<file path="config.mk">
export PLATFORM = sky130hd
export DESIGN_NAME = pal_prienc
export DESIGN_NICKNAME = d
export VERILOG_FILES = /design/src/design/pal_prienc.sv
export SDC_FILE = /design/constraint.sdc
export NUM_CORES = 1
export LEC_CHECK = 0
export ABC_AREA = 1
export BUFFER_PORTS_ARGS = -buffer_cell sky130_fd_sc_hd__buf_4
export CAP_MARGIN = 30
export CORE_MARGIN = 5
export CORE_UTILIZATION = 40
export DETAILED_ROUTE_END_ITERATION = 16
export GPL_TIMING_DRIVEN = 0
export MAX_ROUTING_LAYER = met4
export PLACE_DENSITY = 0.74
export SYNTH_ARGS = -nofsm -noshare
export SYNTH_HDL_FRONTEND = slang
export SYNTH_SLANG_ARGS = --single-unit
export TNS_END_PERCENT = 1
</file>
<file path="constraint.sdc">
create_clock -name vclk -period 10.63
set_input_delay 2.6575 -clock vclk [all_inputs]
set_output_delay 2.6575 -clock vclk [all_outputs]
set_load 0.01 [all_outputs]
</file>
<file path="src/design/pal_prienc.sv">
// Priority encoder: index of the lowest set hit bit.
module pal_prienc #(
    parameter int N = 64
) (
    input  logic [N-1:0]         i_hit,
    output logic                 o_any,
    output logic [$clog2(N)-1:0] o_idx
);
    always_comb begin
        o_idx = '0;
        for (int k = N - 1; k >= 0; k--) begin
            if (i_hit[k]) begin
                o_idx = ($clog2(N))'(k);
            end
        end
    end

    assign o_any = |i_hit;

endmodule

</file>
# Word-level counts from Yosys, hierarchy flattened
# Index checks and enable logic that the tools add are counted.
# totals
register_bits	0
latchBits	0
ram_bits	0
mem_bits_ro	0
in_bits	64
out_inout_bits	7
wordCells	65
memories	0
# op_classes
n_addsub	0
multipliers	0
n_div	0
magnitude_cmp	0
n_eq_ne	0
shift	0
muxes	64
bitwise	0
reduce_logical	1
# ops
cell	n
2-to-1 mux 6 bit	64
OR reduction 64 bit	1

# Longest topological paths before layout
# Gate-level depths: netlist of run 1.
# depth
depth_word	64
depth_mapped	63
depth_no_buf	63

# Least setup slack after synthesis of run 1
# Ideal clock, no wire load.
# synth_path
path_kind	input port to output port
startpoint	in i_hit[62]
endpoint	out o_idx[0]
t_arrival_ns	5.397
t_required_ns	7.973
setup_slack_ns	2.576
path_stages	63
path_buffers	0
cell_sequence	inv_1 -> nand2_1 -> nand2_1 -> nand2_1 -> nand2_1 -> nand2_1 -> nand2_1 -> nand2_1 -> nand2_1 -> nand2_1 -> nand2_1 -> nand2_1 -> nand2_1 -> nand2_1 -> nand2_1 -> nand2_1 -> nand2_1 -> nand2_1 -> (+27 left out) -> nand2_1 -> nand2_1 -> nand2_1 -> nand2_1 -> nand2_1 -> nand2_1 -> nand2_1 -> nand2_1 -> nand2_1 -> nand2_1 -> nand2_1 -> nand2_1 -> nand2_1 -> nand2_1 -> nand2_1 -> nand2_1 -> nand2_1 -> a21oi_2
# synth_via
elab_chain_cells	63
# synth_lines
element	line_no	text
start: declaration	5	input logic [N-1:0] i_hit,
2-to-1 mux 6 bit (63 in a row)	12	if (i_hit[k]) begin
end: declaration	7	output logic [$clog2(N)-1:0] o_idx
# Every way passes these cells.

# Final worst setup path of run 1
# Same ends and word-level chain as after synthesis.

==> results by group, run 1 <==
Layout
  • FILL cells: 277
  • Most frequent cells in the layout: nand2_1, buf_4, inv_1
  • Footprint of the multi-input gates: around 670 µm²
  • Final Util: 65.0%
  • Commonest non-fill, non-tap cell in the layout: nand2_1
  • Layout cell share with drive strength beyond 1: between 20 and 30%
  • Area growth, synth to finish: 55.7%
  • Register area: 0 µm²
  • Fin nets: 372
  • Layout clock buffers: 0
  • Seq cells: 0
  • Ant. Diodes: 0

Routing
  • Post-DR vias/cell: 4.18
  • DR pass1 iterations: 4
  • Total wire length: 2.58 mm
  • Post-DRT Antenna Nets: 0
  • DRC Markers: 0
  • Detailed-route via count: 1404
  • 1st-iter DRT viols: 24
  • Routed length per instance: about 7.7 µm

Critical path
  • Critical-path top delay cell: buf_4
  • Element type at the critical path end: primary output
  • Most frequent CP cell: nand2_1
  • Kind of start point of the critical path: input port
  • Crit Path Max Fanout: 2
  • WS Path Type: in2out
  • Crit path DAT: 5.83 ns
  • Critical Path RT: approximately 8 ns
  • Worst stage delay on the critical path: 0.13 ns

Pwr
  • Internal power: 0.0000283 W
  • Clock power frac: 0%
  • Net Sw Frac: 40.0%
  • Gate power share: 100.0%
  • Lkg Pwr: 1.06 nW
  • Flop pwr share: 0%
  • Psw: 0.0000188 W
  • Worst vdd ir: 0.0212 mV
  • Pwr Density: 29.6 mW/mm²

Flow run
  • Number of max-cap violations: 0

STA
  • Slew headroom: a little under three quarters
  • Hold WS: 5.57 ns
  • Slew of the pin with the lowest slew margin: between 0.4 and 0.5 ns
  • Slew Viols, Final: 0
  • RSZ-0062 raised after global routing: no
  • Hold Violations, Final: 0
  • Fmax: 118 MHz
  • Final worst path period share: 79.8%
  • Setup violators final: 0
  • Final setup margin: 2.15 ns
  • Min Clock Period, post-route: 8.48 ns
  • Setup TNS: 0 ns

Floorplanning
  • Core area: 0.00245 mm²
  • IO Count: 71
  • Die Width: approximately 61 µm
  • Standard-cell rows: 18
  • Total Die Area: 0.00367 mm²
  • Starting Density: 41.7%
  • Die H: 60.6 µm

Synth
  • Mapped Nets: between 200 and 300
  • Syn. warnings: 0
  • Average size of a mapped cell: 4.36 µm²
  • Sequential share of the synthesized area: 0%
  • Post-Syn Area: between 0.001 and 0.0015 mm²
  • Top cells by area in the synthesized netlist: nand2_1, inv_1, nor2_1
  • Synth Instances: between 200 and 250
  • Yosys top cell area share: ~37%
  • Distinct cells, synth: 16
  • Synth area leader: nand2_1

Global route
  • Initial antenna violation count: 0
  • First-pass GRT wire length: around 4.2 mm
  • Vias in the first global route: 1223
  • Largest net degree at the start of global routing: 4
  • Grt ovf: 0
  • Total track usage: approximately 14%

Placed design
  • DPL Wire Length: 2.48 mm
  • DP Worst Slack: 2.09 ns
  • Port Buffers: just over 70
  • Placer Congestion: 0.762

Clocking
  • Hold-fix buffers, CTS: 0
  • PostCTS Resize Cnt: 0
  • Setup Buffers After CTS: 0

Outcome
  • Status: complete, no violations

Worst hold path
  • Hold Path Class: in2out
[cell usage after synthesis, drive strengths merged]
master / n
nand2: 100
inv: 62
nor2: 44
bufinv: 7
nand3: 6
a21oi: 5
nor3: 2
nor4: 2
o21ai: 2
a211oi: 1
a311oi: 1
a31oi: 1
o21bai: 1
o31ai: 1
[layer usage]
metal  vias up  routed length [µm]  global-route usage (%)
met2        37                1220                    25.5
met1       555                1140                    17.8
met4         0                   0                       0
met5         -                   0                       -
met3         0                 217                    1.70
li1        812                   -                       -
[power groups by stage]
stage | registers (W) | clock network [W] | logic, W
detailed placement | 0 | 0 | 0.0000476
floorplan | 0 | 0 | 0.0000232
global route | 0 | 0 | 0.0000536
global placement | 0 | 0 | 0.0000471
CTS | 0 | 0 | 0.0000477
finish | 0 | 0 | 0.0000472
[per-stage QoR]
| step | cells | total power, W | cell area [µm²] |
|---|---|---|---|
| 3_5_place_dp | 336 | 0.0000476 | 1600 |
| 2_1_floorplan | 235 | 0.0000232 | 1020 |
| 6_report | 336 | 0.0000472 | 1600 |
| 3_3_place_gp | 336 | 0.0000471 | 1600 |
| 4_1_cts | 336 | 0.0000477 | 1600 |
| 5_1_grt | 336 | 0.0000536 | 1600 |
[worst paths after layout]
check                 cells past startpoint  startpoint  slack [ns]  endpoint
worst max-delay path                     65   i_hit[62]        2.15  o_idx[0]
worst min-delay path                      3    i_hit[0]        5.57  o_idx[0]
[area by class of cell]
| type | count | area share [%] |
|---|---|---|
| inverters | 69 | 22.3 |
| well taps | 30 | 2.35 |
| multi-input cells | 166 | 42.0 |
| repair buffers | 71 | 33.4 |
[cells by family after synthesis]
group / Yosys count / synth area share (%)
compound gates: 12 / 7.45
buf+inv: 69 / 34.7
simple gates: 154 / 57.9
[critical path, delay by kind of cell]
kind / cells / cell delay, ns
buffers and inverters: 3 / 0.29
AO/OA/AOI/OAI: 1 / 0.10
AND/OR/NAND/NOR: 61 / 2.82
No activity file was read; power rests on OpenSTA's default activity.
==> run 2: changes to the inputs <==
Settings changed: PLACE_DENSITY 0.74 to 0.77.
Clock period 10.63 ns to 7.2 ns, I/O delays scaled along.
==> results by group, run 2 (synthesis gave the netlist of run 1 again) <==
STA
  • Slew headroom: 70.0% (-1.1 points)
  • Hold Violations, Final: 0 (unchanged)
  • Setup violators final: 0 (unchanged)
  • Final worst path period share: 94.2%
  • Hold WS: 3.86 ns (-1.71 ns)
  • RSZ-0062 raised after global routing: yes
  • Slew of the pin with the lowest slew margin: 0.446 ns (+0.0170 ns)
  • Slew Viols, Final: 0 (unchanged)
  • Fmax: 147 MHz
  • Min Clock Period, post-route: 6.78 ns

Clocking
  • Hold-fix buffers, CTS: 0 (unchanged)
  • Setup Buffers After CTS: 0 (unchanged)

Layout
  • Layout cell share with drive strength beyond 1: 27.1% (+0.33 points)
  • Register area: 0 µm² (unchanged)
  • Layout clock buffers: 0 (unchanged)
  • Seq cells: 0 (unchanged)
  • Ant. Diodes: 0 (unchanged)
  • Fin nets: 372 (unchanged)
  • FILL cells: 269 (-2.9%)
  • Final Instance Area: 0.00160 mm² (unchanged)
  • Most frequent cells in the layout: nand2_1, buf_4, inv_1
  • Footprint of the multi-input gates: 669 µm² (unchanged)
  • Commonest non-fill, non-tap cell in the layout: nand2_1
  • Final Util: 65.0% (unchanged)
  • Area growth, synth to finish: 55.7% (unchanged)

Critical path
  • Crit path DAT: 4.98 ns (-0.85 ns)
  • Worst stage delay on the critical path: 0.13 ns (about the same)
  • WS Path Type: in2out
  • Critical-path top delay cell: buf_4
  • Kind of start point of the critical path: input port
  • Most frequent CP cell: nand2_1
  • Element type at the critical path end: primary output
  • Crit Path Max Fanout: 2 (unchanged)
  • Critical Path RT: 5.40 ns (-2.57 ns)

Floorplanning
  • Total Die Area: 0.00367 mm² (unchanged)
  • Core area: 0.00245 mm² (unchanged)
  • Standard-cell rows: 18 (unchanged)
  • Starting Density: 41.7% (unchanged)
  • Die H: 60.6 µm (unchanged)
  • IO Count: 71 (unchanged)
  • Die Width: 60.6 µm (unchanged)

Worst hold path
  • Hold Path Class: in2out
  • Hold path startpoint: i_hit[0]
  • WHS Path Cells: 3 (unchanged)
  • Hold Path End: o_idx[0]

Pwr
  • Gate power share: 100.0% (about the same)
  • Pwr Density: 43.8 mW/mm² (+48%)
  • Clock power frac: 0% (unchanged)
  • Lkg Pwr: 1.06 nW (-0.10%)
  • Psw: 0.0000280 W (+48%)
  • Worst vdd ir: 0.0308 mV (+45%)
  • Net Sw Frac: 40.1% (+0.12 points)
  • Internal power: 0.0000418 W (+48%)
  • Flop pwr share: 0% (unchanged)
  • Total Power: 0.0000698 W (+48%)

Routing
  • 1st-iter DRT viols: 16 (-33%)
  • Post-DR vias/cell: 4.18 (about the same)
  • DR pass1 iterations: 4 (unchanged)
  • DRC Markers: 0 (unchanged)
  • Detailed-route via count: 1405 (+0.071%)
  • Total wire length: 2.64 mm (+2.3%)
  • Routed length per instance: 7.85 µm (+2.3%)
  • Post-DRT Antenna Nets: 0 (unchanged)

Global route
  • Grt ovf: 0 (unchanged)
  • Total track usage: 15.1% (+0.94 points)
  • Vias in the first global route: 1276 (+4.3%)
  • Initial antenna violation count: 0 (unchanged)
  • Largest net degree at the start of global routing: 4 (unchanged)
  • First-pass GRT wire length: 4.49 mm (+6.4%)

Placed design
  • Port Buffers: 71 (unchanged)
  • DPL Wire Length: 2.52 mm (+1.4%)
  • Dpl cell area: 0.00160 mm² (unchanged)
  • Placer Congestion: 0.785 (+2.9%)

Flow run
  • Number of max-cap violations: 0 (unchanged)

Outcome
  • Status: complete, no violations
-- run 2: worst max path at each step --
stage / startpoint / endpoint / slack (ns) / cells past startpoint
2_1_floorplan: i_hit[62] / o_idx[0] / 0.86 / 63
3_3_place_gp: i_hit[62] / o_idx[0] / 0.38 / 65
3_5_place_dp: i_hit[62] / o_idx[0] / 0.36 / 65
4_1_cts: i_hit[62] / o_idx[0] / 0.34 / 65
5_1_grt: i_hit[62] / o_idx[0] / -0.26 / 65
6_report: i_hit[62] / o_idx[0] / 0.42 / 65
-- run 2: layer usage --
layer  part of all wire [%]  vias to the layer above  GRT usage (%)
met1                     40                      556           16.8
met4                      0                        0          0.310
li1                       -                      812              -
met2                     48                       37           28.5
met5                      0                        -              -
met3                     12                        0           3.40
-- run 2: cell type report --
cell class | instances | share of cell area (%)
multi-input cells | 166 | 42.0
inverters | 69 | 22.3
well taps | 30 | 2.35
repair buffers | 71 | 33.4
-- run 2: power groups by stage --
stage | combinational, W | sequential (W) | clock, W
2_1_floorplan | 0.0000342 | 0 | 0
3_3_place_gp | 0.0000695 | 0 | 0
3_5_place_dp | 0.0000704 | 0 | 0
4_1_cts | 0.0000706 | 0 | 0
5_1_grt | 0.0000797 | 0 | 0
6_report | 0.0000698 | 0 | 0
-- run 2: worst max-delay path: cells and delay by family --
kind | cells | cell delay, ns
AOI/OAI and AO/OA | 1 | 0.11
buffers and inverters | 3 | 0.28
and+or+nand+nor | 61 | 2.83
-- run 2: per-stage QoR --
| stage | setup TNS (ns) | worst slack [ns] | std cells |
|---|---|---|---|
| floorplan | 0 | 0.861 | 235 |
| global placement | 0 | 0.377 | 336 |
| detailed placement | 0 | 0.358 | 336 |
| CTS | 0 | 0.342 | 336 |
| global route | -0.264 | -0.264 | 336 |
| finish | 0 | 0.418 | 336 |
-- run 2: timing repair --
| item | CTS | global route |
|---|---|---|
| endpoints found under the setup margin | 0 | 1 |
| resized for setup | 0 | 1 |
| hold endpoints to repair | 0 | 0 |
==> run 3: changes to the inputs <==
Settings changed: ABC_AREA 1 to unset, CORE_UTILIZATION 40 to 38.
==> results by group, run 3 <==
Synth
  • Mapped Nets: 209 (-30%)
  • Commonest cells post-synth: nor2_1, nor4_1, nor3_1
  • Yosys top cell area share: 11.3% (-25 points)
  • Synth area leader: nor4_1
  • Syn. warnings: 0 (unchanged)
  • Sequential share of the synthesized area: 0% (unchanged)
  • Post-Syn Area: 887 µm² (-13%)
  • Synth Instances: 145 (-38%)
  • Average size of a mapped cell: 6.12 µm² (+40%)
  • Distinct cells, synth: 40 (+24)
  • Most frequent cell after synthesis: nor2_1
  • Top cells by area in the synthesized netlist: nor4_1, nor2_1, nor3_1

STA
  • Hold Violations, Final: 0 (unchanged)
  • RSZ-0062 raised after global routing: no
  • Fmax: 193 MHz (+31%)
  • Slew Viols, Final: 0 (unchanged)
  • Slew headroom: 65.1% (-4.9 points)
  • Setup TNS: 0 ns (unchanged)
  • Final worst path period share: 71.9% (-22 points)
  • Min Clock Period, post-route: 5.17 ns (-1.61 ns)
  • Setup violators final: 0 (unchanged)
  • Hold WS: 3.97 ns (+0.113 ns)
  • Slew of the pin with the lowest slew margin: 0.518 ns (+0.0725 ns)

Layout
  • Ant. Diodes: 0 (unchanged)
  • Area growth, synth to finish: 64.0%
  • Final Util: 65.8% (+0.80 points)
  • Commonest non-fill, non-tap cell in the layout: buf_4
  • Layout clock buffers: 0 (unchanged)
  • Layout cell share with drive strength beyond 1: 36.6% (+9.4 points)
  • Register area: 0 µm² (unchanged)
  • FILL cells: 209 (-22%)
  • Fin nets: 282 (-24%)
  • Most frequent cells in the layout: buf_4, nor2_1, nor4_1
  • Seq cells: 0 (unchanged)
  • Final Instance Area: 0.00146 mm² (-8.8%)

Placed design
  • Placer Congestion: 0.847 (+7.9%)
  • Port Buffers: 71 (unchanged)
  • DPL Wire Length: 2.96 mm (+17%)
  • Dpl cell area: 0.00146 mm² (-8.8%)

Routing
  • Total wire length: 3.34 mm (+27%)
  • Post-DR vias/cell: 5.74 (+37%)
  • Routed length per instance: 13.7 µm (+74%)
  • DRC Markers: 0 (unchanged)
  • DR pass1 iterations: 4 (unchanged)
  • 1st-iter DRT viols: 27 (+11)
  • Post-DRT Antenna Nets: 0 (unchanged)
  • Detailed-route via count: 1400 (-0.36%)

Outcome
  • Status: complete, no violations

Global route
  • First-pass GRT wire length: 5.46 mm (+22%)
  • M3 GR Usage: 1.75% (-1.6 points)
  • Largest net degree at the start of global routing: 6 (+2)
  • Vias in the first global route: 1374 (+7.7%)
  • Total track usage: 19.5% (+4.5 points)
  • Initial antenna violation count: 0 (unchanged)
  • GR peak layer: met2
  • GRT met2 Usage: 35.2% (+6.7 points)
  • Met1 Use GR: 24.5% (+7.7 points)
  • Grt ovf: 0 (unchanged)

Floorplanning
  • Standard-cell rows: 17 (-1)
  • Die Width: 58.3 µm (-3.8%)
  • Die H: 58.3 µm (-3.8%)
  • Starting Density: 40.1% (-1.6 points)
  • IO Count: 71 (unchanged)
  • Core area: 0.00221 mm² (-9.9%)
  • Total Die Area: 0.00340 mm² (-7.4%)

Flow run
  • Number of max-cap violations: 0 (unchanged)

Critical path
  • Element type at the critical path end: primary output
  • Crit Path Max Fanout: 4 (+2)
  • Crit path DAT: 3.37 ns (-1.61 ns)
  • Critical Path RT: 5.40 ns (about the same)
  • CP startpoint: i_hit[15]
  • Kind of start point of the critical path: input port
  • CP Capture Point: o_idx[5]
  • WS Path Type: in2out

Pwr
  • Pwr Density: 43.7 mW/mm² (-0.12%)
  • Worst vdd ir: 0.0301 mV (-2.3%)
  • Lkg Pwr: 0.586 nW (-45%)

Clocking
  • Hold-fix buffers, CTS: 0 (unchanged)
  • PostCTS Resize Cnt: 0 (unchanged)
  • Setup Buffers After CTS: 0 (unchanged)

Worst hold path
  • Hold Path Class: in2out
==> run 3: changes by cell type after synthesis, moves of 4 or more <==
cell	delta
nor2b_1	+4
a21oi_1	+6
inv_1	-49
nor4_1	+14
o211ai_1	+4
nand2b_1	+4
o21ai_0	+4
nand2_1	-91
bufinv_8	-7
nor3_1	+10
nor2_1	-25
==> run 3: worst max-delay path, stage by stage <==
cell and delay, ns:
buf_4 0.12, or4_4 0.57, nor2b_2 0.14, nand3_1 0.13, nor4_1 0.42, buf_4 0.19
==> run 3: metal layers <==
layer / up-vias / part of all wire [%]
li1: 720 / -
met4: 0 / 0.60
met2: 52 / 48
met1: 626 / 43
met5: - / 0
met3: 2 / 8.5
==> run 3: area by class of cell <==
type / count / area (µm²) / share of cell area, %
Multi-Input combinational cell: 135 / 850 / 58.4
Timing Repair Buffer: 71 / 533 / 36.6
Inverter: 10 / 37.5 / 2.58
Tap cell: 28 / 35.0 / 2.41
==> run 3: logic make-up after synthesis <==
logic type,count (synthesis),synth area share (%)
buf+inv,10,4.23
simple gates,88,59.4
compound gates,47,36.4
==> run 3: how the worst min path moves through the flow <==
stage / from / to / slack [ns] / cells after the start
after global placement: i_hit[1] / o_idx[3] / 3.97 / 5
after CTS: i_hit[1] / o_idx[3] / 3.98 / 5
final: i_hit[1] / o_idx[3] / 3.97 / 5
after floorplan: i_hit[0] / o_idx[3] / 3.74 / 3
after global routing: i_hit[0] / o_idx[3] / 4.01 / 5
after detailed placement: i_hit[1] / o_idx[3] / 3.97 / 5
==> run 3: where the power goes <==
part / switching, W / internal, W / total (W)
clock: 0 / 0 / 0
combinational: 0.0000292 / 0.0000344 / 0.0000636
sequential: 0 / 0 / 0
==> run 3: through the flow <==
| stage | total power (W) | instances | setup slack [ns] |
|---|---|---|---|
| 3_3_place_gp | 0.0000615 | 244 | 2.09 |
| 5_1_grt | 0.0000696 | 244 | 1.98 |
| 3_5_place_dp | 0.0000631 | 244 | 2.09 |
| 2_1_floorplan | 0.0000183 | 145 | 2.36 |
| 6_report | 0.0000636 | 244 | 2.03 |
| 4_1_cts | 0.0000634 | 244 | 2.07 |
