--- config.mk ---
export PLATFORM = sky130hd
export DESIGN_NAME = pal_cell
export DESIGN_NICKNAME = d
export VERILOG_FILES = /design/src/design/pal_pkg.sv /design/src/design/pal_cell.sv
export SDC_FILE = /design/constraint.sdc
export NUM_CORES = 1
export LEC_CHECK = 0
export ABC_AREA = 1
export BUFFER_PORTS_ARGS = -buffer_cell sky130_fd_sc_hd__buf_2
export CORE_MARGIN = 10
export CORE_UTILIZATION = 30
export DETAILED_ROUTE_END_ITERATION = 10
export PLACE_DENSITY = 0.64
export SYNTH_ARGS = -nofsm -noshare
export SYNTH_HDL_FRONTEND = slang
export SYNTH_SLANG_ARGS = --single-unit
--- constraint.sdc ---
create_clock -name i_clk -period 5.4 [get_ports i_clk]
set_clock_uncertainty 0.2 [all_clocks]
set_input_delay 0 -clock i_clk [delete_from_list [all_inputs] [get_ports i_clk]]
set_output_delay 0 -clock i_clk [all_outputs]
set_load 0.02 [all_outputs]
--- src/design/pal_pkg.sv ---
// Shared types and constants for the positional array list.
package pal_pkg;

    localparam int FUNC_W    = 2;
    localparam int POS_W     = 8;
    localparam int VAL_W     = 32;
    localparam int CNT_OUT_W = 7;
    localparam int CAP_W     = 7;
    localparam int IN_W      = 48;
    localparam int OUT_W     = 48;

    localparam logic [CAP_W-1:0] CAP_RESET = 7'd64;

    typedef enum logic [FUNC_W-1:0] {
        FUNC_INSERT = 2'd0,
        FUNC_DELETE = 2'd1,
        FUNC_GET    = 2'd2,
        FUNC_LOCATE = 2'd3
    } t_func;

    // broadcast to every cell
    typedef struct packed {
        logic ins;  // shift up from the insert point, load value there
        logic del;  // shift down from the delete point
    } t_cell_ctl;

endpackage

--- src/design/pal_cell.sv ---
// One storage cell of the list: holds one entry and trades it with its neighbors.
module pal_cell #(
    parameter int IDX = 0,
    parameter int XW  = 9
) (
    input  logic                     i_clk,
    input  pal_pkg::t_cell_ctl       i_ctl,
    input  logic [XW-1:0]            i_pidx,    // 0-based position
    input  logic [XW-1:0]            i_count,
    input  logic [pal_pkg::VAL_W-1:0] i_value,
    input  logic [pal_pkg::VAL_W-1:0] i_left,   // entry of cell IDX-1
    input  logic [pal_pkg::VAL_W-1:0] i_right,  // entry of cell IDX+1
    output logic [pal_pkg::VAL_W-1:0] o_entry,
    output logic [pal_pkg::VAL_W-1:0] o_rd,     // entry if addressed, else 0
    output logic                     o_match
);
    import pal_pkg::*;

    localparam logic [XW-1:0] MY_IDX = XW'(IDX);

    logic [VAL_W-1:0] r_entry;
    logic [VAL_W-1:0] n_entry;

    always_comb begin
        n_entry = r_entry;
        if (i_ctl.ins) begin
            if (MY_IDX == i_pidx) begin
                n_entry = i_value;
            end else if (MY_IDX > i_pidx) begin
                n_entry = i_left;
            end
        end else if (i_ctl.del) begin
            if (MY_IDX >= i_pidx) begin
                n_entry = i_right;
            end
        end
    end

    always_ff @(posedge i_clk) begin
        r_entry <= n_entry;
    end

    assign o_entry = r_entry;
    assign o_rd    = (MY_IDX == i_pidx) ? r_entry : '0;
    assign o_match = (r_entry == i_value) && (MY_IDX < i_count);

endmodule

# [After elaboration in Yosys (flattened, before gate mapping)]
# Cells that the tools add are included.
[op_classes] bitwise_logic=0 muxes=6 div_mod_pow=0 n_reduce_logical=5 n_addsub=0 eq_ne=2 n_lt_le_gt_ge=3 multipliers=0 n_shift=0
[ops] operator="32-bit 2-to-1 mux" n=6
[ops] operator="32-bit equality test" n=1
[ops] operator="1-bit by 9-bit greater-or-equal comparator with 1-bit output, first input constant" n=1
[ops] operator="1-bit by 9-bit > comparator with 1-bit output, first input constant" n=1
[ops] operator="9-bit logical NOT" n=1
[ops] operator="1-bit by 9-bit < comparator with 1-bit output, first input constant" n=1
[ops] operator="2-bit nonzero test" n=2
[ops] operator="3-bit by 1-bit inequality test with 1-bit output, second input constant" n=1
[ops] operator="3-bit AND reduction" n=1
[ops] operator="1-bit logical AND" n=1
[word_totals] ramBits=0 mem_bits_ro=0 output_inout_bits=65 register_bits=32 latch_bits=0 elab_cells=17 mem_count=0 input_bits=117

# [Depth between registers and ports, before layout]
# Gate-level depths: netlist (run 1).
[logic_depth] word_depth=4 depth_mapped=8 depth_no_buf=8

# [Worst setup path before layout (run 1)]
# No wires, ideal clock.
[synth_path] kind="input port to flip-flop" start="in i_pidx[6]" end="reg r_entry[0] (netlist: o_entry[0]) (enable)" stages=6 required_ns=4.779 path_buffers=1 setup_time_ns=0.421 setup_slack_ns=2.882 t_arrival_ns=1.897 path_cell_list="nor2_1 -> nand2_1 -> nor2_2 -> nand2_2 -> clkbuf_1 -> nor2_1"
[synth_via] elab_chain_cells=3 word_cells_on_any_way=6 classes_between="2 x order compare; 1 x eq/ne; 3 x reduce/logical"
[synth_lines] element="start: declaration" line="pal_cell.sv:8" source="input logic [XW-1:0] i_pidx,"
[synth_lines] element="1-bit by 9-bit > comparator with 1-bit output, or another cell as far along" line="pal_cell.sv:29" source="end else if (MY_IDX > i_pidx) begin"
[synth_lines] element="3-bit by 1-bit inequality test with 1-bit output (no line) or 2-bit nonzero test (tied branches)"
[synth_lines] element="3-bit AND reduction (no line) *"
[synth_lines] element="end signal: assignment" line="pal_cell.sv:40" source="r_entry <= n_entry;"
[synth_lines] element="end: declaration" line="pal_cell.sv:21" source="logic [VAL_W-1:0] r_entry;"
# Mark *: on every way between the ends. The rest lies on a longest branch, timed or not.
# A chain may end at the register's enable or synchronous reset.

# [Final worst setup path (run 1)]
[layout_path] start="in i_pidx[6]" end="reg r_entry[28] (netlist: o_entry[28]), data pin"
[layout_via] elab_chain_cells=3
[layout_lines] element="9-bit logical NOT" line="pal_cell.sv:27" source="if (MY_IDX == i_pidx) begin"
[layout_lines] element="32-bit 2-to-1 mux" line="pal_cell.sv:27"
[layout_lines] element="32-bit 2-to-1 mux" line="pal_cell.sv:26" source="if (i_ctl.ins) begin"
[layout_lines] element="net n_entry[28]" line="pal_cell.sv:22" source="logic [VAL_W-1:0] n_entry;"
# The timed path passes the listed nets, and every way through them passes these cells.

==> results of run 1 <==
## path summary, 6_finish.rpt
kind,from,endpoint,slack (ns)
worst max-delay path,i_pidx[6],o_entry[28],2.71
worst min-delay path,i_ctl[0],o_entry[13],0.20
## report_power, final
group | switching (mW) | leakage (nW) | internal [mW]
sequential | 0.000306 | 0.298 | 0.275
combinational | 0.0607 | 1.83 | 0.0901
clock | 0.0879 | 0.0453 | 0.0874
total | 0.149 | 2.17 | 0.453
## metrics by stage
step	setup WS [ns]	utilization	area (sq um)	instances
after floorplan	2.88	-	2540	384
after global placement	2.81	0.426	3500	655
after detailed placement	2.75	0.426	3500	655
after CTS	2.74	0.514	4220	727
after global routing	2.45	0.514	4220	727
final	2.71	0.514	4220	727
## routing by layer
metal / vias up / track usage / wire [um]
met3: 6 / 0.0575 / 874
met2: 121 / 0.284 / 5030
li1: 1659 / - / -
met5: - / 0 / 0
met4: 0 / 0.0288 / 65
met1: 1425 / 0.162 / 4120
## final cells by class
type | instances | area, sq um | share of cell area
repair buffers | 247 | 1560 | 0.370
multi-input cells | 279 | 1270 | 0.302
flip-flops and latches | 32 | 961 | 0.228
inverters | 56 | 210 | 0.0498
well taps | 105 | 131 | 0.0311
clock buffers | 5 | 68.8 | 0.0163
clock inverters | 3 | 13.8 | 0.00326
## cell usage in the layout, fill, tap and decap left out, drive strengths merged
cell and n:
a21oi 64, o21ai 1, clkinv 4, xor2 4, nor2 91, nand4 1
nand3 2, xnor2 6, dlygate4sd3 64, nand2 108, inv 55, nor3 2
edfxtp 32, buf 183, clkbuf 5
## critical path, stage by stage
cell and delay (ns):
buf_2 0.09, nor2_1 0.09, nand2_1 0.07, nor2_2 0.11, nand2_2 0.41, buf_4 0.46, inv_2 0.50, nand2_1 0.11
a21oi_1 0.17, dlygate4sd3_1 0.56
## cells by family (layout without fill, tap and decap cells)
logic type / after synthesis / count (layout)
flops: 32 / 32
xor+xnor: 10 / 10
compound gates: 65 / 65
buf+inv: 73 / 311
simple gates: 204 / 204
==> flow_summary.toml, run 1 <==
[synthesis]
synth_area_leaders = "edfxtp_1, nand2_1, nor2_1"
synth_enable_flop_cells = 32
syn-cell-area_sq_mm = 0.00254
synth-seq-cells = 32
avgSynthCellArea_sq_um = 6.62
synth_common_cells = "nand2_1, nor2_1, inv_1, a21oi_1, edfxtp_1"
synth_area_leader_cell = "edfxtp_1"
synth.most_common_cell = "nand2_1"
synth-adder-area-share = 0
postSynthCellCount = 384
synth-seq-area-share = 0.378
synth_compound_area_frac = 0.157
yosys.area_share.simple = 0.306
muxShareOfSynthArea = 0
synth_warnings = 0
synth_top_cell_area_share = 0.378
ys_types = 19
synth_nets = 501
synth_xor_area_frac = 0.0344
async_flop_share = 0
synth_top_family_by_area = "simple AND/OR/NAND/NOR gates"
synth_ff_type = "edfxtp_1"

[die]
core_area_sq_mm = 0.00822
start_util = 0.310
die_w_um = 112
rows = 33
pin_count = 182
die_area_sq_mm = 0.0126
die_h_um = 112

[critical_path]
critPathRequiredTime_ns = 5.34
worst_ep_arrival_time_ns = 2.63
start_kind = "input pin"
cp_max_fo = 35
critPathKind = "input pin to register"
crit_path_end_kind = "register"

[drt]
ant_nets = 0
drc = 0
num_vias = 3211
dr.pass1.iters = 4
vias_per_cell = 4.42
drt_iter0_markers = 109
drt_wl_total_um = 10100
wire_per_inst_um = 13.9

[power_and_ir_drop]
power.total_mw = 0.602
p_leak_nw = 2.17
max-vdd-ir-drop_uv = 73.6
power_density_mw_per_mm2 = 143

[layout]
largest_register_ffs = 32
nFillCells = 842
syn_to_final_growth_pct = 65.9
drive_gt1_frac = 0.344
antenna_cells = 0
fin_nets = 738

[clock_network]
cts_setup_buffers = 0
cts-root-buf = "clkbuf_8"
cts.reportedPaths.clkPinSlew_ns = 0.07
ctsHoldBuffers = 64
cts_tree = "built"
cts_max_path_buffers = 2
h-tree-depth = 2
cts_num_sinks = 32
cts_buffers = 5
cts_resized = 0

[min_path]
hp-class = "input pin to register"
holdPathStages = 3

[grt]
grt-ovfl-total = 0
antenna_found_initial = 0
grt_pass1_vias = 3465
grt_pass1_wl_um = 16300
grt.total_usage = 0.153
grt_max_degree = 36

[status]
outcome = "finished, final reports clean"

[sta]
holdWs_ns = 0.204
slew_viol_final = 0
rsz0062_at_grt = "false"
finalHoldViolations = 0
setup_viol = 0
max_slew_margin = 0.395
clock.fmax_ghz = 0.372
tns_ns = 0
fin_crit_sh = 0.498
worst_slew_pin_slew_ns = 0.905
min_period_ns = 2.69

[job]
drv_cap = 0

[place]
port_buffers = 181
globalplace.congestion = 0.813
dp_hpwl_um = 7630
No activity file was read; power rests on OpenSTA's default activity.
==> run 2: changes to the inputs <==
--- a/config.mk
+++ b/config.mk
@@ -10,7 +10,7 @@
 export CORE_MARGIN = 10
 export CORE_UTILIZATION = 30
 export DETAILED_ROUTE_END_ITERATION = 10
-export PLACE_DENSITY = 0.64
+export PLACE_DENSITY = 0.66
 export SYNTH_ARGS = -nofsm -noshare
 export SYNTH_HDL_FRONTEND = slang
 export SYNTH_SLANG_ARGS = --single-unit
==> constraint.sdc (replaced) <==
create_clock -name i_clk -period 2.4 [get_ports i_clk]
set_clock_uncertainty 0.2 [all_clocks]
set_input_delay 0 -clock i_clk [delete_from_list [all_inputs] [get_ports i_clk]]
set_output_delay 0 -clock i_clk [all_outputs]
set_load 0.02 [all_outputs]
==> run 2 against run 1 <==
- cell area is 0.77% higher
- clock power is 130% higher
- first-iteration DRC count increased by 80%
- core utilization grew 0.40 points
- cell count is 0.41% higher
- critical path depth down 4
- highest routed layer unchanged
- non-clock buffer count is 3 higher
- global-route usage rose by 0.49 points
- critical path type unchanged
- flip-flop and latch count unchanged
- sequential share of layout area shrank 0.17 points
- largest power group unchanged
- worst setup slack got worse by 2.3 ns
- largest cell class unchanged
==> flow_summary.toml, run 2 (same netlist as run 1, synthesis figures left out) <==
[status]
outcome = "finished, final reports clean"

[critical_path]
worst_ep_arrival_time_ns = 1.83
cp_max_fo = 24
start_kind = "input pin"
crit_path_end_kind = "register"
critPathRequiredTime_ns = 2.23
critPathKind = "input pin to register"

[place]
dp_hpwl_um = 7870
port_buffers = 181
globalplace.congestion = 0.807

[sta]
slew_viol_final = 0
setup_viol = 0
rsz0062_at_grt = "false"
worst_slew_pin_slew_ns = 0.620
min_period_ns = 2.01
fin_crit_sh = 0.836
tns_ns = 0
finalHoldViolations = 0
clock.fmax_ghz = 0.499
max_slew_margin = 0.586

[job]
drv_cap = 0

[drt]
vias_per_cell = 4.52
dr.pass1.iters = 6
drc = 0
ant_nets = 0
drt_iter0_markers = 196
wire_per_inst_um = 14.3
drt_wl_total_um = 10500
num_vias = 3296

[layout]
drive_gt1_frac = 0.344
utilization = 0.518
most-common-layout-cells = "buf_2, nand2_1, nor2_1"
fin_nets = 741
syn_to_final_growth_pct = 67.2
final_common_cell = "buf_2"
largest_register_ffs = 32
antenna_cells = 0

[clock_network]
h-tree-depth = 2
cts-root-buf = "clkbuf_8"
cts_resized = 0
cts_max_path_buffers = 2
cts_buffers = 5
cts_tree = "built"
cts_num_sinks = 32
cts.reportedPaths.clkPinSlew_ns = 0.07

[die]
die_w_um = 112
die_h_um = 112
start_util = 0.310
pin_count = 182
core_area_sq_mm = 0.00822
rows = 33
die_area_sq_mm = 0.0126

[power_and_ir_drop]
p_leak_nw = 2.18
max-vdd-ir-drop_uv = 180
power.total_mw = 1.36
power_density_mw_per_mm2 = 320

[min_path]
hp-class = "input pin to register"
hold_path_end = "o_entry[22]"
worstHoldStart = "i_pidx[8]"
holdPathStages = 4

[grt]
grt_pass1_wl_um = 16600
grt_pass1_vias = 3462
grt-ovfl-total = 0
grt.total_usage = 0.158
antenna_found_initial = 0
grt_max_degree = 35
## run 2: what timing repair did
item / in CTS / in global routing
hold endpoints to repair: 32 / 0
buffers inserted: 0 / 0
hold buffers: 64 / 0
## run 2: stage by stage
step / setup WS, ns / hold slack, ns / cell area, sq um / std cells
CTS: 0.421 / 0.0103 / 4250 / 730
detailed placement: 0.660 / 0.119 / 3530 / 658
finish: 0.394 / 0.0185 / 4250 / 730
global route: 0.286 / 0.0433 / 4250 / 730
global placement: 0.743 / 0.113 / 3530 / 658
floorplan: 0.409 / 0.0250 / 2550 / 384
## run 2: power by group
part           internal (mW)  switching (mW)
clock                  0.202           0.197
combinational          0.204           0.138
sequential             0.620        0.000685
total                   1.03           0.335
## run 2: worst max-delay path: stages
cell and delay (ns):
buf_2 0.27, clkinv_1 0.36, buf_4 0.37, a21oi_1 0.18, a21oi_1 0.08, dlygate4sd3_1 0.56
## run 2: area by class of cell
class	count	area, sq um
Tap cell	105	131
Sequential cell	32	961
Clock buffer	7	76.3
Inverter	56	210
Clock inverter	1	3.75
Fill cell	806	3960
Multi-Input combinational cell	279	1270
Timing Repair Buffer	250	1600
## run 2: routing by layer
layer / track usage / wire length [um] / up-vias
met1: 0.169 / 4130 / 1479
li1: - / - / 1664
met4: 0.0431 / 212 / 0
met2: 0.288 / 5250 / 135
met3: 0.0532 / 884 / 18
met5: 0 / 0 / -
## run 2: worst max-delay path by stage
| stage | from | end | slack (ns) | cells past startpoint |
|---|---|---|---|---|
| after floorplan | i_pidx[6] | o_entry[0] | 0.41 | 6 |
| after global placement | i_ctl[1] | o_entry[25] | 0.74 | 5 |
| after detailed placement | i_ctl[1] | o_entry[2] | 0.66 | 5 |
| after CTS | i_ctl[1] | o_entry[31] | 0.42 | 6 |
| after global routing | i_ctl[1] | o_entry[29] | 0.29 | 6 |
| final | i_ctl[1] | o_entry[24] | 0.39 | 6 |
==> run 3: changes to the inputs <==
==> constraint.sdc (replaced) <==
create_clock -name i_clk -period 1.68 [get_ports i_clk]
set_clock_uncertainty 0.2 [all_clocks]
set_input_delay 0 -clock i_clk [delete_from_list [all_inputs] [get_ports i_clk]]
set_output_delay 0 -clock i_clk [all_outputs]
set_load 0.02 [all_outputs]
==> run 3 against run 2 <==
- the run now ends with negative setup slack left
- flip-flop and latch count unchanged
- first-iteration DRC count up 23%
- non-clock buffer count up 41
- worst setup slack worse by 0.47 ns
- cell count up 6.0%
==> flow_summary.toml, run 3 (same netlist as run 1, synthesis figures left out) <==
[sta]
clock.fmax_ghz = 0.570
fin_crit_sh = 1.04
worst_slew_pin_slew_ns = 0.358
rsz0062_at_grt = "true"
setup_viol = 1
tns_ns = -0.0730
finalHoldViolations = 0
setup_slack_ns = -0.0730
slew_viol_final = 0
max_slew_margin = 0.762
min_period_ns = 1.75

[die]
pin_count = 182
die_h_um = 112
start_util = 0.310
core_area_sq_mm = 0.00822
rows = 33
die_area_sq_mm = 0.0126
die_w_um = 112

[clock_network]
cts_buffers = 5
h-tree-depth = 2
cts_tree = "built"
cts_num_sinks = 32
cts-root-buf = "clkbuf_8"
cts.reportedPaths.clkPinSlew_ns = 0.07
cts_max_path_buffers = 2

[place]
globalplace.congestion = 0.861
place_ws_ns = 0.108
dp_hpwl_um = 8200
port_buffers = 181

[drt]
ant_nets = 0
vias_per_cell = 4.51
num_vias = 3488
dr.pass1.iters = 4
drt_iter0_markers = 241
drc = 0
wire_per_inst_um = 15.7
drt_wl_total_um = 12100

[critical_path]
start_kind = "register"
crit_path_end_kind = "output port"
cp_max_fo = 3
critPathRequiredTime_ns = 1.48
critPathKind = "register to output port"
crit_chain = "nand2_1 -> nand2_1 -> nor2_1 -> nand2_1 -> nor2_1 -> nand3_1 -> nor2_1 -> buf_4"
worst_ep_arrival_time_ns = 1.55
cp_top_family = "simple AND/OR/NAND/NOR gates"
slowest_stage = "edfxtp_1"
crit_path_max_incr_delay_ns = 0.41
cp.buffers_inverters = 1

[layout]
syn_to_final_growth_pct = 83.6
regArea_sq_um = 961
multi_input_area_sq_mm = 0.00129
final_common_cell = "buf_2"
fin_nets = 782
most-common-layout-cells = "buf_2, nand2_1, dlygate4sd3_1"
drive_gt1_frac = 0.347
largest_register_ffs = 32
nFillCells = 757

[grt]
grt.total_usage = 0.183
grt_pass1_wl_um = 19000
grt_max_degree = 27
grt-ovfl-total = 0
grt_pass1_vias = 3731
antenna_found_initial = 3

[power_and_ir_drop]
max-vdd-ir-drop_uv = 279
power_density_mw_per_mm2 = 426
power.total_mw = 1.99
p_leak_nw = 2.38

[job]
drv_cap = 0

[status]
violations = "negative setup slack"
outcome = "finished with violations"

[min_path]
hp-class = "input pin to register"
-- run 3: area by class of cell --
class	instances	share of cell area
antenna	3	0.00161
clock buffer	7	0.0163
clock inverter	1	0.000804
inverter	56	0.0450
multi-input combinational	279	0.277
sequential	32	0.206
tap	105	0.0281
timing repair buffer	291	0.426
-- run 3: final timing paths --
kind         from           to  slack [ns]  cells after the start
max   o_entry[13]      o_match       -0.07                      8
min      i_ctl[1]  o_entry[30]        0.02                      3
-- run 3: stage by stage --
step | std cells | instance area (sq um) | util | hold WS, ns
6_report | 774 | 4670 | 0.568 | 0.0156
5_1_grt | 774 | 4670 | 0.568 | 0.0496
4_1_cts | 769 | 4630 | 0.564 | 0.00542
2_1_floorplan | 384 | 2550 | - | 0.0250
3_5_place_dp | 665 | 3580 | 0.436 | 0.120
3_3_place_gp | 665 | 3580 | 0.436 | 0.112
-- run 3: power by group --
part	leakage, nW	internal, mW	switching (mW)	total [mW]
sequential	0.298	0.886	0.000985	0.887
combinational	2.04	0.318	0.219	0.537
clock	0.0399	0.288	0.277	0.566
total	2.38	1.49	0.497	1.99
-- run 3: routing by layer --
metal  wire length, um  vias up  track usage
met5                 0        -            0
met1              4680     1571        0.190
met4               207        0       0.0482
li1                  -     1752            -
met3              1000       18       0.0602
met2              6250      147        0.342
-- run 3: timing repair --
item,CTS,global route
setup buffers,1,2
resized for setup,3,6
pin swaps,0,6
hold buffers,95,0
setup endpoints to repair,1,2
hold endpoints to repair,32,0
